### src/sv/ledbw_pkg.sv
`timescale 1ns / 1ps

package ledbw_pkg;

	localparam int NumLeds = 128;
	localparam int LedCmpW = 11;

	localparam int IdxW    = 7;
	localparam int ChW     = 8;
	localparam int ModeW   = 2;
	localparam int CfgIdxW = 3;
	localparam int OffW    = 16;
	localparam int HW      = 8;
	localparam int H100W   = 15;
	localparam int SegW    = 16;
	localparam int XW      = 17;
	localparam int PW      = 15;
	localparam int PpW     = 2 * PW;
	localparam int NumW    = PpW + ChW;
	localparam int QW      = 8;
	localparam int DvSh    = QW - 1;
	localparam int CntW    = 5;

	localparam logic [ModeW-1:0] ModeNone    = 2'd0;
	localparam logic [ModeW-1:0] ModeBreathe = 2'd1;
	localparam logic [ModeW-1:0] ModeWave    = 2'd2;

	localparam logic CmdPixel = 1'b0;
	localparam logic CmdTick  = 1'b1;

	localparam logic [CfgIdxW-1:0] RegMode         = 3'd0;
	localparam logic [CfgIdxW-1:0] RegRed          = 3'd1;
	localparam logic [CfgIdxW-1:0] RegGreen        = 3'd2;
	localparam logic [CfgIdxW-1:0] RegBlue         = 3'd3;
	localparam logic [CfgIdxW-1:0] RegBreatheFloor = 3'd4;
	localparam logic [CfgIdxW-1:0] RegWaveFloor    = 3'd5;
	localparam logic [CfgIdxW-1:0] RegHalfLen      = 3'd6;

	localparam logic [ChW-1:0] BreatheTop = 8'd200;
	localparam logic [ChW-1:0] LevelReset = 8'd100;
	localparam logic [HW-1:0]  HalfReset  = 8'd8;
	localparam logic [ChW-1:0] LevelMax   = 8'd255;
	localparam logic [PpW-1:0] BreatheDen = 30'd40000;

	typedef enum logic [2:0] {
		StIdle,
		StMod,
		StMulP,
		StMulS,
		StDiv,
		StScale,
		StDone
	} state_t;

endpackage

### src/sv/ledbw_pix_if.sv
`timescale 1ns / 1ps

interface ledbw_pix_if import ledbw_pkg::*; ();
	logic            valid;
	logic            ready;
	logic            command;
	logic [IdxW-1:0] led_index;

	modport source (output valid, output command, output led_index, input ready);
	modport sink (input valid, input command, input led_index, output ready);
endinterface

### src/sv/ledbw_res_if.sv
`timescale 1ns / 1ps

interface ledbw_res_if import ledbw_pkg::*; ();
	logic           valid;
	logic           ready;
	logic [ChW-1:0] out_red;
	logic [ChW-1:0] out_green;
	logic [ChW-1:0] out_blue;
	logic [ChW-1:0] applied_level;

	modport source (
		output valid, output out_red, output out_green, output out_blue,
		output applied_level, input ready
	);
	modport sink (
		input valid, input out_red, input out_green, input out_blue,
		input applied_level, output ready
	);
endinterface

### src/sv/ledbw_cfg_if.sv
`timescale 1ns / 1ps

interface ledbw_cfg_if import ledbw_pkg::*; ();
	logic               valid;
	logic               ready;
	logic [CfgIdxW-1:0] index;
	logic [ChW-1:0]     data;

	modport source (output valid, output index, output data, input ready);
	modport sink (input valid, input index, input data, output ready);
endinterface

### src/sv/led_breathe_wave_dimmer_unit.sv
`timescale 1ns / 1ps
// channel | modport | moves
// pix     | sink    | command (pixel or tick) and led index
// res     | source  | scaled red, green, blue and applied level
// cfg     | sink    | register index and write data, always ready
//
// a tick is applied in the accepting cycle and gives no result
// a pixel in mode none goes straight to done; breathe runs shift-add multiply
// (phase squared, then times the span), quotient bits and shift-add channel
// scaling; wave adds a bit-serial modulo first; one shared serial datapath
// arst_n resets the control state, the effect phase and the registers
// one pixel at a time; a finished result waits in the output register while
// the next transaction is taken, and the datapath holds while res stalls

module led_breathe_wave_dimmer_unit import ledbw_pkg::*; (
	input  logic         clk,
	input  logic         arst_n,
	ledbw_pix_if.sink    pix,
	ledbw_res_if.source  res,
	ledbw_cfg_if.sink    cfg
);

	state_t state_q, state_d;
	logic [CntW-1:0] cnt_q, cnt_d;

	logic [ModeW-1:0] mode_q;
	logic [ChW-1:0]   red_q, green_q, blue_q, bfloor_q, wfloor_q;
	logic [HW-1:0]    half_q;

	logic [ChW-1:0]  level_q;
	logic            rising_q;
	logic [OffW-1:0] offset_q;

	logic [XW-1:0]   xsh_q;
	logic [SegW-1:0] rem_q;
	logic [NumW-1:0] acc_q, mc_q, dv_q;
	logic [PW-1:0]   mp_q, dmp_q;
	logic [PpW-1:0]  dacc_q, dmc_q;
	logic [QW-1:0]   q_q;
	logic [ChW-1:0]  lvl_q, bsh_q;
	logic [2*ChW-1:0] racc_q, gacc_q, bacc_q;

	logic           res_valid_q;
	logic [ChW-1:0] res_red_q, res_green_q, res_blue_q, res_lvl_q;

	logic pix_ready, pix_acc, load_out, last_step, oob;

	logic [HW-1:0]    half_eff;
	logic [H100W-1:0] h100;
	logic [SegW-1:0]  seg;
	logic [XW-1:0]    x_val;
	logic [ChW-1:0]   floor_sel, span;

	logic            rising_n;
	logic [ChW-1:0]  level_n;
	logic [OffW-1:0] off_inc;

	logic [SegW:0]   r2, rnext;
	logic [SegW-1:0] p_fold;
	logic [NumW-1:0] acc_sum;
	logic [PpW-1:0]  dacc_sum;
	logic            div_ge;
	logic [QW-1:0]   q_next;
	logic [ChW:0]    bsum;
	logic [ChW-1:0]  b_val;
	logic [ChW:0]    rt, gt, bt;

	function automatic logic [CntW-1:0] phase_steps(state_t s);
		case (s)
			StMod:   phase_steps = CntW'(XW);
			StMulP:  phase_steps = CntW'(PW);
			StMulS:  phase_steps = CntW'(ChW);
			StDiv:   phase_steps = CntW'(QW);
			StScale: phase_steps = CntW'(ChW);
			default: phase_steps = '0;
		endcase
	endfunction

	assign cfg.ready = 1'b1;
	assign pix.ready = pix_ready;
	assign pix_acc   = pix.valid && pix_ready;
	assign last_step = (cnt_q == CntW'(1));
	assign oob       = LedCmpW'(pix.led_index) >= LedCmpW'(NumLeds);

	assign res.valid         = res_valid_q;
	assign res.out_red       = res_red_q;
	assign res.out_green     = res_green_q;
	assign res.out_blue      = res_blue_q;
	assign res.applied_level = res_lvl_q;

	// geometry of the wave
	assign half_eff = (half_q == '0) ? HW'(1) : half_q;
	assign h100 = H100W'({half_eff, 6'b0}) + H100W'({half_eff, 5'b0})
		+ H100W'({half_eff, 2'b0});
	assign seg = {h100, 1'b0};
	assign x_val = XW'({pix.led_index, 6'b0}) + XW'({pix.led_index, 5'b0})
		+ XW'({pix.led_index, 2'b0}) + XW'(offset_q);

	assign floor_sel = (mode_q == ModeBreathe) ? bfloor_q : wfloor_q;
	assign span      = LevelMax - floor_sel;

	// phase advance
	always_comb begin
		if (level_q >= BreatheTop) begin
			rising_n = 1'b0;
		end else if (level_q == '0) begin
			rising_n = 1'b1;
		end else begin
			rising_n = rising_q;
		end
		level_n = rising_n ? level_q + ChW'(1) : level_q - ChW'(1);
		off_inc = offset_q + OffW'(1);
	end

	// serial arithmetic steps
	always_comb begin
		r2     = {rem_q, xsh_q[XW-1]};
		rnext  = (r2 >= {1'b0, seg}) ? r2 - {1'b0, seg} : r2;
		p_fold = (rnext[SegW-1:0] > SegW'(h100)) ? seg - rnext[SegW-1:0]
			: rnext[SegW-1:0];
		acc_sum  = acc_q + (mp_q[0] ? mc_q : '0);
		dacc_sum = dacc_q + (dmp_q[0] ? dmc_q : '0);
		div_ge   = acc_q >= dv_q;
		q_next   = {q_q[QW-2:0], div_ge};
		bsum     = {1'b0, floor_sel} + (ChW+1)'(q_next);
		b_val    = bsum[ChW] ? LevelMax : bsum[ChW-1:0];
		rt = {1'b0, racc_q[2*ChW-1:ChW]} + (bsh_q[0] ? {1'b0, red_q} : '0);
		gt = {1'b0, gacc_q[2*ChW-1:ChW]} + (bsh_q[0] ? {1'b0, green_q} : '0);
		bt = {1'b0, bacc_q[2*ChW-1:ChW]} + (bsh_q[0] ? {1'b0, blue_q} : '0);
	end

	// next state
	always_comb begin
		state_d = state_q;
		case (state_q)
			StIdle: begin
				if (pix_acc && pix.command == CmdPixel) begin
					if (oob) begin
						state_d = StDone;
					end else if (mode_q == ModeBreathe) begin
						state_d = StMulP;
					end else if (mode_q == ModeWave) begin
						state_d = StMod;
					end else begin
						state_d = StDone;
					end
				end
			end
			StMod:   if (last_step) state_d = StMulP;
			StMulP:  if (last_step) state_d = StMulS;
			StMulS:  if (last_step) state_d = StDiv;
			StDiv:   if (last_step) state_d = StScale;
			StScale: if (last_step) state_d = StDone;
			StDone:  if (load_out) state_d = StIdle;
			default: state_d = StIdle;
		endcase
		cnt_d = (state_d != state_q) ? phase_steps(state_d) : cnt_q - CntW'(1);
	end

	// outputs of the state machine
	always_comb begin
		pix_ready = 1'b0;
		load_out  = 1'b0;
		case (state_q)
			StIdle:  pix_ready = 1'b1;
			StDone:  load_out = !res_valid_q || res.ready;
			default: begin
				pix_ready = 1'b0;
				load_out  = 1'b0;
			end
		endcase
	end

	// control, phase and registers
	always_ff @(posedge clk or negedge arst_n) begin
		if (!arst_n) begin
			state_q     <= StIdle;
			cnt_q       <= '0;
			mode_q      <= ModeNone;
			red_q       <= '0;
			green_q     <= '0;
			blue_q      <= '0;
			bfloor_q    <= '0;
			wfloor_q    <= '0;
			half_q      <= HalfReset;
			level_q     <= LevelReset;
			rising_q    <= 1'b1;
			offset_q    <= '0;
			res_valid_q <= 1'b0;
		end else begin
			state_q <= state_d;
			cnt_q   <= cnt_d;
			if (cfg.valid) begin
				case (cfg.index)
					RegMode:         mode_q   <= cfg.data[ModeW-1:0];
					RegRed:          red_q    <= cfg.data;
					RegGreen:        green_q  <= cfg.data;
					RegBlue:         blue_q   <= cfg.data;
					RegBreatheFloor: bfloor_q <= cfg.data;
					RegWaveFloor:    wfloor_q <= cfg.data;
					RegHalfLen:      half_q   <= cfg.data;
					default:         ;
				endcase
			end
			if (pix_acc && pix.command == CmdTick) begin
				if (mode_q == ModeBreathe) begin
					rising_q <= rising_n;
					level_q  <= level_n;
				end else if (mode_q == ModeWave) begin
					offset_q <= (off_inc >= seg) ? '0 : off_inc;
				end
			end
			if (load_out) begin
				res_valid_q <= 1'b1;
			end else if (res.ready) begin
				res_valid_q <= 1'b0;
			end
		end
	end

	// shared serial datapath
	always_ff @(posedge clk) begin
		case (state_q)
			StIdle: begin
				xsh_q <= x_val;
				rem_q <= '0;
				acc_q <= '0;
				mc_q  <= NumW'(level_q);
				mp_q  <= PW'(level_q);
				dacc_q <= BreatheDen;
				dmc_q <= '0;
				dmp_q <= '0;
				if (oob) begin
					racc_q <= '0;
					gacc_q <= '0;
					bacc_q <= '0;
					lvl_q  <= '0;
				end else begin
					racc_q <= {red_q, ChW'(0)};
					gacc_q <= {green_q, ChW'(0)};
					bacc_q <= {blue_q, ChW'(0)};
					lvl_q  <= LevelMax;
				end
			end
			StMod: begin
				rem_q <= rnext[SegW-1:0];
				xsh_q <= {xsh_q[XW-2:0], 1'b0};
				if (last_step) begin
					acc_q  <= '0;
					mc_q   <= NumW'(p_fold[PW-1:0]);
					mp_q   <= p_fold[PW-1:0];
					dacc_q <= '0;
					dmc_q  <= PpW'(h100);
					dmp_q  <= PW'(h100);
				end
			end
			StMulP: begin
				dacc_q <= dacc_sum;
				dmc_q  <= {dmc_q[PpW-2:0], 1'b0};
				dmp_q  <= dmp_q >> 1;
				if (last_step) begin
					acc_q <= '0;
					mc_q  <= acc_sum;
					mp_q  <= PW'(span);
				end else begin
					acc_q <= acc_sum;
					mc_q  <= {mc_q[NumW-2:0], 1'b0};
					mp_q  <= mp_q >> 1;
				end
			end
			StMulS: begin
				acc_q <= acc_sum;
				mc_q  <= {mc_q[NumW-2:0], 1'b0};
				mp_q  <= mp_q >> 1;
				if (last_step) begin
					dv_q <= NumW'({dacc_q, DvSh'(0)});
					q_q  <= '0;
				end
			end
			StDiv: begin
				if (div_ge) begin
					acc_q <= acc_q - dv_q;
				end
				q_q  <= q_next;
				dv_q <= dv_q >> 1;
				if (last_step) begin
					lvl_q  <= b_val;
					bsh_q  <= b_val;
					racc_q <= '0;
					gacc_q <= '0;
					bacc_q <= '0;
				end
			end
			StScale: begin
				racc_q <= {rt, racc_q[ChW-1:1]};
				gacc_q <= {gt, gacc_q[ChW-1:1]};
				bacc_q <= {bt, bacc_q[ChW-1:1]};
				bsh_q  <= bsh_q >> 1;
			end
			StDone: begin
				if (load_out) begin
					res_red_q   <= racc_q[2*ChW-1:ChW];
					res_green_q <= gacc_q[2*ChW-1:ChW];
					res_blue_q  <= bacc_q[2*ChW-1:ChW];
					res_lvl_q   <= lvl_q;
				end
			end
			default: ;
		endcase
	end

endmodule

### src/flat_wrapper.sv
// flat-port wrapper written by rule: the top's interface ports become plain ports
module led_breathe_wave_dimmer_unit_flat import ledbw_pkg::*;
  (clk, arst_n, pix_valid, pix_command, pix_led_index, pix_ready, res_valid, res_out_red, res_out_green, res_out_blue, res_applied_level, res_ready, cfg_valid, cfg_index, cfg_data, cfg_ready);
  ledbw_pix_if pix_i ();
  ledbw_res_if res_i ();
  ledbw_cfg_if cfg_i ();
  input  logic clk;
  input  logic arst_n;
  input wire logic [$bits(pix_i.valid)-1:0] pix_valid;
  input wire logic [$bits(pix_i.command)-1:0] pix_command;
  input wire logic [$bits(pix_i.led_index)-1:0] pix_led_index;
  output wire logic [$bits(pix_i.ready)-1:0] pix_ready;
  output wire logic [$bits(res_i.valid)-1:0] res_valid;
  output wire logic [$bits(res_i.out_red)-1:0] res_out_red;
  output wire logic [$bits(res_i.out_green)-1:0] res_out_green;
  output wire logic [$bits(res_i.out_blue)-1:0] res_out_blue;
  output wire logic [$bits(res_i.applied_level)-1:0] res_applied_level;
  input wire logic [$bits(res_i.ready)-1:0] res_ready;
  input wire logic [$bits(cfg_i.valid)-1:0] cfg_valid;
  input wire logic [$bits(cfg_i.index)-1:0] cfg_index;
  input wire logic [$bits(cfg_i.data)-1:0] cfg_data;
  output wire logic [$bits(cfg_i.ready)-1:0] cfg_ready;
  assign pix_i.valid = pix_valid;
  assign pix_i.command = pix_command;
  assign pix_i.led_index = pix_led_index;
  assign pix_ready = pix_i.ready;
  assign res_valid = res_i.valid;
  assign res_out_red = res_i.out_red;
  assign res_out_green = res_i.out_green;
  assign res_out_blue = res_i.out_blue;
  assign res_applied_level = res_i.applied_level;
  assign res_i.ready = res_ready;
  assign cfg_i.valid = cfg_valid;
  assign cfg_i.index = cfg_index;
  assign cfg_i.data = cfg_data;
  assign cfg_ready = cfg_i.ready;
  led_breathe_wave_dimmer_unit u_core (.clk(clk), .arst_n(arst_n), .pix(pix_i), .res(res_i), .cfg(cfg_i));
endmodule
### config.mk
export PLATFORM = sky130hd
export DESIGN_NAME = led_breathe_wave_dimmer_unit_flat
export DESIGN_NICKNAME = d
export VERILOG_FILES = /design/src/sv/ledbw_pkg.sv /design/src/sv/ledbw_pix_if.sv /design/src/sv/ledbw_res_if.sv /design/src/sv/ledbw_cfg_if.sv /design/src/sv/led_breathe_wave_dimmer_unit.sv /design/src/flat_wrapper.sv
export SDC_FILE = /design/constraint.sdc
export NUM_CORES = 1
export LEC_CHECK = 0
export ABC_AREA = 1
export BUFFER_PORTS_ARGS = -buffer_cell sky130_fd_sc_hd__buf_4
export CORE_MARGIN = 2
export CORE_UTILIZATION = 35
export DETAILED_ROUTE_END_ITERATION = 16
export PLACE_DENSITY = 0.48
export SLEW_MARGIN = 20
export SYNTH_ARGS = -nofsm -noshare
export SYNTH_HDL_FRONTEND = slang
export SYNTH_SLANG_ARGS = --single-unit
### constraint.sdc
create_clock -name clk -period 12.66 [get_ports clk]
set_input_delay 0 -clock clk [delete_from_list [all_inputs] [get_ports clk]]
set_output_delay 0 -clock clk [all_outputs]
set_load 0.01 [all_outputs]
==> run metrics, run 1 <==
outcome=finished clean; CTS root buffer=clkbuf_16; clock sinks=397; antenna-violating nets left=0; slowest stage delay, CP=0.56 ns; post-route cell area=between 30,000 and 40,000 sq um; pwr/cell area=301 nW/um^2; Startpoint Class=flop; most frequent CP cell=inv_1; Nets=~3.6k; CTS tree=done; antenna violations before repair=0; final max-slew violation count=0; Area contributors post-synth=edfxtp_1 35%, nand2_1 11%, ha_1 10%; Clock Path Buffers=3; post-synthesis register bit count=slightly below 400; Synth Cell Area=around 27,000 sq um; Std-Cell Rows=101; RSZ-0062 raised after global routing=no; DR WL met2=34,800 um; share of layout cells above drive strength 1=0.0759; Primary FF master, synth=edfxtp_1; syn_area_per_cell=just over 8 sq um; Finish-stage setup viols=0; cts hold-fix bufs=21; die height=281 um; clk_lat worst skew=a little over 0.6 ns; Initial DRC Count=1,305; Final min period=6.98 ns; IO Port Bufs=57; Hold/Removal Path Class=input pin to flop; most common cell in the synthesized netlist=nand2_1; static leakage=14.4 nW; Max-slew headroom=0.268; pin count of the biggest net entering global routing=approximately 100; Inserted Clock Buffers=50; H-tree depth=2; Reg clk slew, reported paths=~0.060 ns; ys async rst share=0.212; Fill cells=7,732; die width=281 um; final hold vios=0; Total Neg Setup Slack=0 ns; Slowest-stage cell, CP=dfstp_2; vias in the first global route=roughly 22k; Unique masters post-synth=62; worst-path maximum fanout=22; Overall Global Routing Usage=0.186; Final Skew=0.0259 ns; Period Utilization, post-route=0.551; critical path data arrival time=7.33 ns; Top delay family on crit path=simple AND/OR/NAND/NOR gates; Syn. warnings=0; total iterations of the first detailed-routing run=6; max_cap viols=0; kind of critical path=flop to flop; sequential cell area fraction in the yosys report=0.429; aggregate global routing overflow=0; wirelength, routed=72,900 um; Post-Layout Cell Count=4,417; first-pass GRT wire length=117,000 um; Buf/Inv on CP=8; Worst Max-Slew Pin Slew=1.10 ns; share of the synthesized area in the top cell type=0.350; Fmax=143 MHz; metal3 WL=2110 um; # IOs=59; placed cell count=4,301; drt drc=0; number of synthesized flops with an enable pin=313; floorplan core area=roughly 76,000 sq um; n_diodes=0; Worst Path Required=13.01 ns; net count after synthesis=3,534; wire length on met1=roughly 34,000 um; synthesized instance count=3,268; # Post-CTS Setup Buffers=0; type of destination of the critical path=flop; global placement routability congestion=0.888; DIE AREA=between 70,000 and 80,000 sq um; Via density=about 5; list of most frequent post-synthesis cells=793 x nand2_1, 476 x inv_1, 313 x edfxtp_1, 308 x o21ai_0, 256 x nor2_1; PostCTS Resize Cnt=0; placed standard-cell area=28,400 sq um; VDD IR max=171 uV; Area Overhead vs Synth=13.2%; max layer used=met4; via count=between 20k and 25k; initial core utilization=0.353; Synth area leader=edfxtp_1; WL per Instance=16.5 um; post-DP HPWL=54,700 um
[layout make-up]
| cell class | count | area [sq um] | share of cell area |
|---|---|---|---|
| multi-input combinational | 2312 | 13300 | 0.436 |
| tap | 1030 | 1290 | 0.0424 |
| sequential | 397 | 11500 | 0.379 |
| clock inverter | 26 | 265 | 0.00873 |
| timing repair buffer | 98 | 806 | 0.0265 |
| clock buffer | 68 | 1420 | 0.0468 |
| inverter | 486 | 1820 | 0.0601 |
[power breakdown]
group	switching [mW]	internal, mW
combinational	3.43	1.68
clock	0.596	0.872
sequential	0.327	2.24
total	4.35	4.80
[cells by family after synthesis]
family | share of synthesized area
adder cells (fa/ha/maj) | 0.118
XOR/XNOR | 0.0281
AND/OR/NAND/NOR | 0.207
other | 0.000140
buffers and inverters | 0.0795
AO/OA/AOI/OAI | 0.137
multiplexers | 0.00112
flip-flops | 0.429
[worst paths after layout]
kind	startpoint	to	slack, ns	depth (start not counted)
setup / recovery	u_core.half_q[3]$_DFFE_PN1P_	u_core.mc_q[9]$_SDFFCE_PP0P_	5.68	34
hold / removal	pix_led_index[2]	u_core.xsh_q[4]$_DFFE_PP_	0.09	5
setup reg to reg	u_core.half_q[3]$_DFFE_PN1P_	u_core.mc_q[9]$_SDFFCE_PP0P_	5.68	34
hold reg to reg	u_core.lvl_q[4]$_SDFFCE_PN1P_	u_core.res.applied_level[4]$_DFFE_PP_	0.42	0
max in group asynchronous	arst_n	u_core.offset_q[10]$_DFFE_PN0P_	11.49	4
min in group asynchronous	arst_n	u_core.level_q[2]$_DFFE_PN1P_	0.51	3
[per-stage QoR]
stage / utilization / hold WS [ns] / power, mW / setup WS [ns]
floorplan: - / -0.296 / 6.32 / 6.71
global placement: 0.374 / 0.0456 / 7.64 / 5.88
detailed placement: 0.374 / 0.0537 / 7.70 / 5.63
CTS: 0.400 / 0.0546 / 9.24 / 5.58
global route: 0.400 / 0.0951 / 10.1 / 5.01
finish: 0.400 / 0.0926 / 9.15 / 5.68
[cells in the final DEF, fill, tap and decap left out, types with 10 or more instances in the layout]
cell type      count
a21oi_1          216
a22o_1            13
a31oi_1           10
a32o_1            10
buf_4             76
clkbuf_1          11
clkbuf_16         53
clkinv_2          12
dfrtp_1           79
dlygate4sd3_1     20
edfxtp_1         313
fa_1              18
ha_1             224
inv_1            476
nand2_1          792
nand2_2           21
nand3_1          121
nand3b_1          13
nand4_1           35
nor2_1           251
nor3_1            20
o21a_1            11
o21ai_0          307
o22ai_1           24
o31ai_1           13
or2_2             25
xnor2_1           26
xor2_1            60
[state kept, by name, summed over array words and instances, names as in the netlist, 16 cells and up]
name / count
u_core.mc_q: 38
u_core.acc_q: 38
u_core.xsh_q: 17
u_core.dacc_q: 30
u_core.dmc_q: 28
u_core.offset_q: 16
u_core.dv_q: 37
u_core.rem_q: 16
[per-layer routing]
| metal | vias to the layer above | track usage |
|---|---|---|
| li1 | 11096 | - |
| met1 | 10253 | 0.251 |
| met2 | 312 | 0.317 |
| met3 | 84 | 0.0189 |
| met4 | 0 | 0.0479 |
| met5 | - | 0 |
[worst register-to-register path: cells and delay by family (launching register included)]
family          cells  cell delay [ns]
buf+inv             8             0.86
flops               1             0.56
simple gates       17             2.60
fa+ha+maj           5             1.72
compound gates      4             0.98
Power figures use the tool's default switching activity.
==> run 2, diff against run 1 <==
--- a/config.mk
+++ b/config.mk
@@ -5,12 +5,12 @@
 export SDC_FILE = /design/constraint.sdc
 export NUM_CORES = 1
 export LEC_CHECK = 0
-export ABC_AREA = 1
+export ABC_AREA = 0
 export BUFFER_PORTS_ARGS = -buffer_cell sky130_fd_sc_hd__buf_4
 export CORE_MARGIN = 2
 export CORE_UTILIZATION = 35
 export DETAILED_ROUTE_END_ITERATION = 16
-export PLACE_DENSITY = 0.48
+export PLACE_DENSITY = 0.49
 export SLEW_MARGIN = 20
 export SYNTH_ARGS = -nofsm -noshare
 export SYNTH_HDL_FRONTEND = slang
==> constraint.sdc (replaced) <==
create_clock -name clk -period 6.1 [get_ports clk]
set_input_delay 0 -clock clk [delete_from_list [all_inputs] [get_ports clk]]
set_output_delay 0 -clock clk [all_outputs]
set_load 0.01 [all_outputs]
==> run 2 against run 1 <==
  * The flow now finishes with violations (setup timing)
  * Fmax is 4.4% higher
  * Routed wire length is 2.3% lower
  * Synthesized cell count is 19% lower
  * Global-route usage is 0.64 points lower
  * Sequential share of layout area is 1.4 points lower
  * Highest routed layer unchanged
==> run metrics, run 2 <==
total iterations of the first detailed-routing run=5 (-1); H-tree depth=2 (unchanged); Startpoint Class=flop; Overall Global Routing Usage=0.179 (-0.00641); DIE AREA=78,100 sq um (-1.0%); most common cell after layout, fill and taps aside=edfxtp_1; n_diodes=0 (unchanged); failing checks=setup timing; synthesized instance count=2,642 (-19%); syn_area_per_cell=10.1 sq um (+22%); RSZ-0062 raised after global routing=yes; Inserted Clock Buffers=49 (-2.0%); Reg clk slew, reported paths=0.06 ns (about the same); Final Skew=0.0259 ns (+0.0000370 ns); min setup slack post-route=-0.588 ns (-6.27 ns); Unique masters post-synth=93 (+50%); Max-slew headroom=0.303 (+0.0347); global placement routability congestion=0.852 (-4.1%); net count after synthesis=2,908 (-18%); Fill cells=7,302 (-5.6%); biggest regs=u_core.acc_q: 38 flops, u_core.mc_q: 38 flops, u_core.dv_q: 37 flops; initial core utilization=0.351 (-0.00189); Initial DRC Count=1,086 (-17%); vias in the first global route=20.4k (-5.9%); Total Neg Setup Slack=-13.28 ns (-13.28 ns); Synth area leader=edfxtp_1; post-synthesis register bit count=397 (unchanged); drt drc=0 (unchanged); Via density=5.26 (+6.8%); first-pass GRT wire length=112,000 um (-4.3%); placed standard-cell area=29,200 sq um (+2.7%); Syn. warnings=0 (unchanged); Worst Path Required=6.54 ns (-6.47 ns); Area Overhead vs Synth=18.6%; Final min period=6.69 ns (-0.293 ns); critical path data arrival time=7.13 ns (-0.20 ns); CTS tree=done; via count=20.4k (-6.2%); post-route cell area=31,500 sq um (+3.7%); share of layout cells above drive strength 1=0.163 (+0.0873); pre-CTS setup slack=-0.651 ns (-6.28 ns); Area contributors post-synth=edfxtp_1 35%, ha_1 11%, dfrtp_1 7.4%; list of most frequent post-synthesis cells=313 x edfxtp_1, 245 x nand2_1, 224 x ha_1, 196 x o21ai_0, 179 x nor2_1; clk_lat worst skew=0.60 ns (about the same); aggregate global routing overflow=0 (unchanged); worst-path maximum fanout=7 (-68%); Std-Cell Rows=101 (unchanged); # IOs=59 (unchanged); pin count of the biggest net entering global routing=78 (-25%); most common cell in the synthesized netlist=edfxtp_1; sequential cell area fraction in the yosys report=0.433 (+0.00447); ys async rst share=0.212 (unchanged); floorplan core area=75,600 sq um (-0.50%); antenna-violating nets left=0 (unchanged); IO Port Bufs=57 (unchanged); most frequent CP cell=ha_4; Synth Cell Area=26,600 sq um (-1.0%); slowest stage delay, CP=0.53 ns (-0.03 ns); multi-input logic area=14,500 sq um (+9.7%); post-DP HPWL=50,800 um (-7.1%); Period Utilization, post-route=1.10 (+0.545); type of destination of the critical path=flop; wirelength, routed=71,200 um (-2.3%); most frequent cells in the layout=313 x edfxtp_1, 239 x nand2_1, 228 x buf_4, 215 x ha_1, 187 x o21ai_0; Nets=3,126 (-13%); worst r2r src=u_core.half_q[3]$_DFFE_PN1P_; kind of critical path=flop to flop; Core Util, Final=0.417 (+0.0170); Fmax=150 MHz (+4.4%); Seq. cell area=11,500 sq um (unchanged); final max-slew violation count=0 (unchanged); number of synthesized flops with an enable pin=313 (unchanged); Slowest-stage cell, CP=dfstp_2; flop-to-flop setup slack=-0.59 ns (-6.27 ns); Finish-stage setup viols=28 (+28); CP Launch Point=u_core.half_q[3]$_DFFE_PN1P_; die width=279 um (-0.51%); Primary FF master, synth=edfxtp_1; outcome=finished with violations; Clock Path Buffers=3 (unchanged); antenna violations before repair=2 (+2); share of the synthesized area in the top cell type=0.354 (+0.00365); max_cap viols=0 (unchanged); final hold vios=0 (unchanged); Hold/Removal Path Class=input pin to flop; CTS root buffer=clkbuf_16; Worst Max-Slew Pin Slew=1.05 ns (-0.0521 ns); clock sinks=397 (unchanged); die height=279 um (-0.51%); Hold Path Origin=cfg_index[1]; WL per Instance=18.4 um (+11%)
-- run 2: per-stage QoR --
stage               hold WS [ns]  std cells
finish                    0.0554       3877
CTS                      0.00222       3863
global placement         -0.0993       3741
global route              0.0426       3877
detailed placement       -0.0931       3741
floorplan                 -0.296       2642
-- run 2: worst max-delay path, delay by kind of cell, from the launching register on --
family          cells  cell delay (ns)
fa+ha+maj           5             1.43
xor+xnor            1             0.20
buf+inv             4             0.31
flops               1             0.53
mux                 1             0.34
simple gates       12             1.92
compound gates     10             1.82
-- run 2: logic make-up after synthesis --
kind of cell / after synthesis / synth area share
flip-flops: 397 / 0.433
AND/OR/NAND/NOR: 798 / 0.146
adder cells (fa/ha/maj): 244 / 0.120
AO/OA/AOI/OAI: 711 / 0.176
XOR/XNOR: 181 / 0.0602
buffers and inverters: 241 / 0.0355
multiplexers: 69 / 0.0288
other: 1 / 0.000141
-- run 2: cell type report --
class                      instances  area share
multi-input combinational       2004       0.462
clock inverter                    30      0.0107
timing repair buffer             256      0.0634
tap                              978      0.0388
sequential                       397       0.365
clock buffer                      60      0.0419
inverter                         152      0.0181
-- run 2: final timing paths --
path | endpoint | cells past startpoint
max | u_core.mc_q[14]$_SDFFCE_PP0P_ | 33
max reg2reg | u_core.mc_q[14]$_SDFFCE_PP0P_ | 33
min | u_core.green_q[2]$_DFFE_PN0P_ | 5
min reg2reg | u_core.res.applied_level[3]$_DFFE_PP_ | 0
min in group asynchronous | u_core.wfloor_q[6]$_DFFE_PN0P_ | 3
max in group asynchronous | u_core.red_q[0]$_DFFE_PN0P_ | 3
-- run 2: what timing repair did --
action / 4_1_cts / 5_1_grt
buffers inserted: 9 / 15
pin swaps: 17 / 33
resized for setup: 24 / 36
hold buffers: 24 / 0
setup endpoints to repair: 37 / 44
endpoints found under the hold margin: 138 / 0
-- run 2: layer usage --
metal,track usage,share of wire,up-vias
li1,-,-,10030
met1,0.247,0.48,9906
met2,0.296,0.46,339
met3,0.0224,0.035,111
met4,0.0510,0.025,0
met5,0,0,-
Power of run 2 is not shown: default switching activity piles up to over one toggle a cycle in this logic, so the estimate is an artifact.
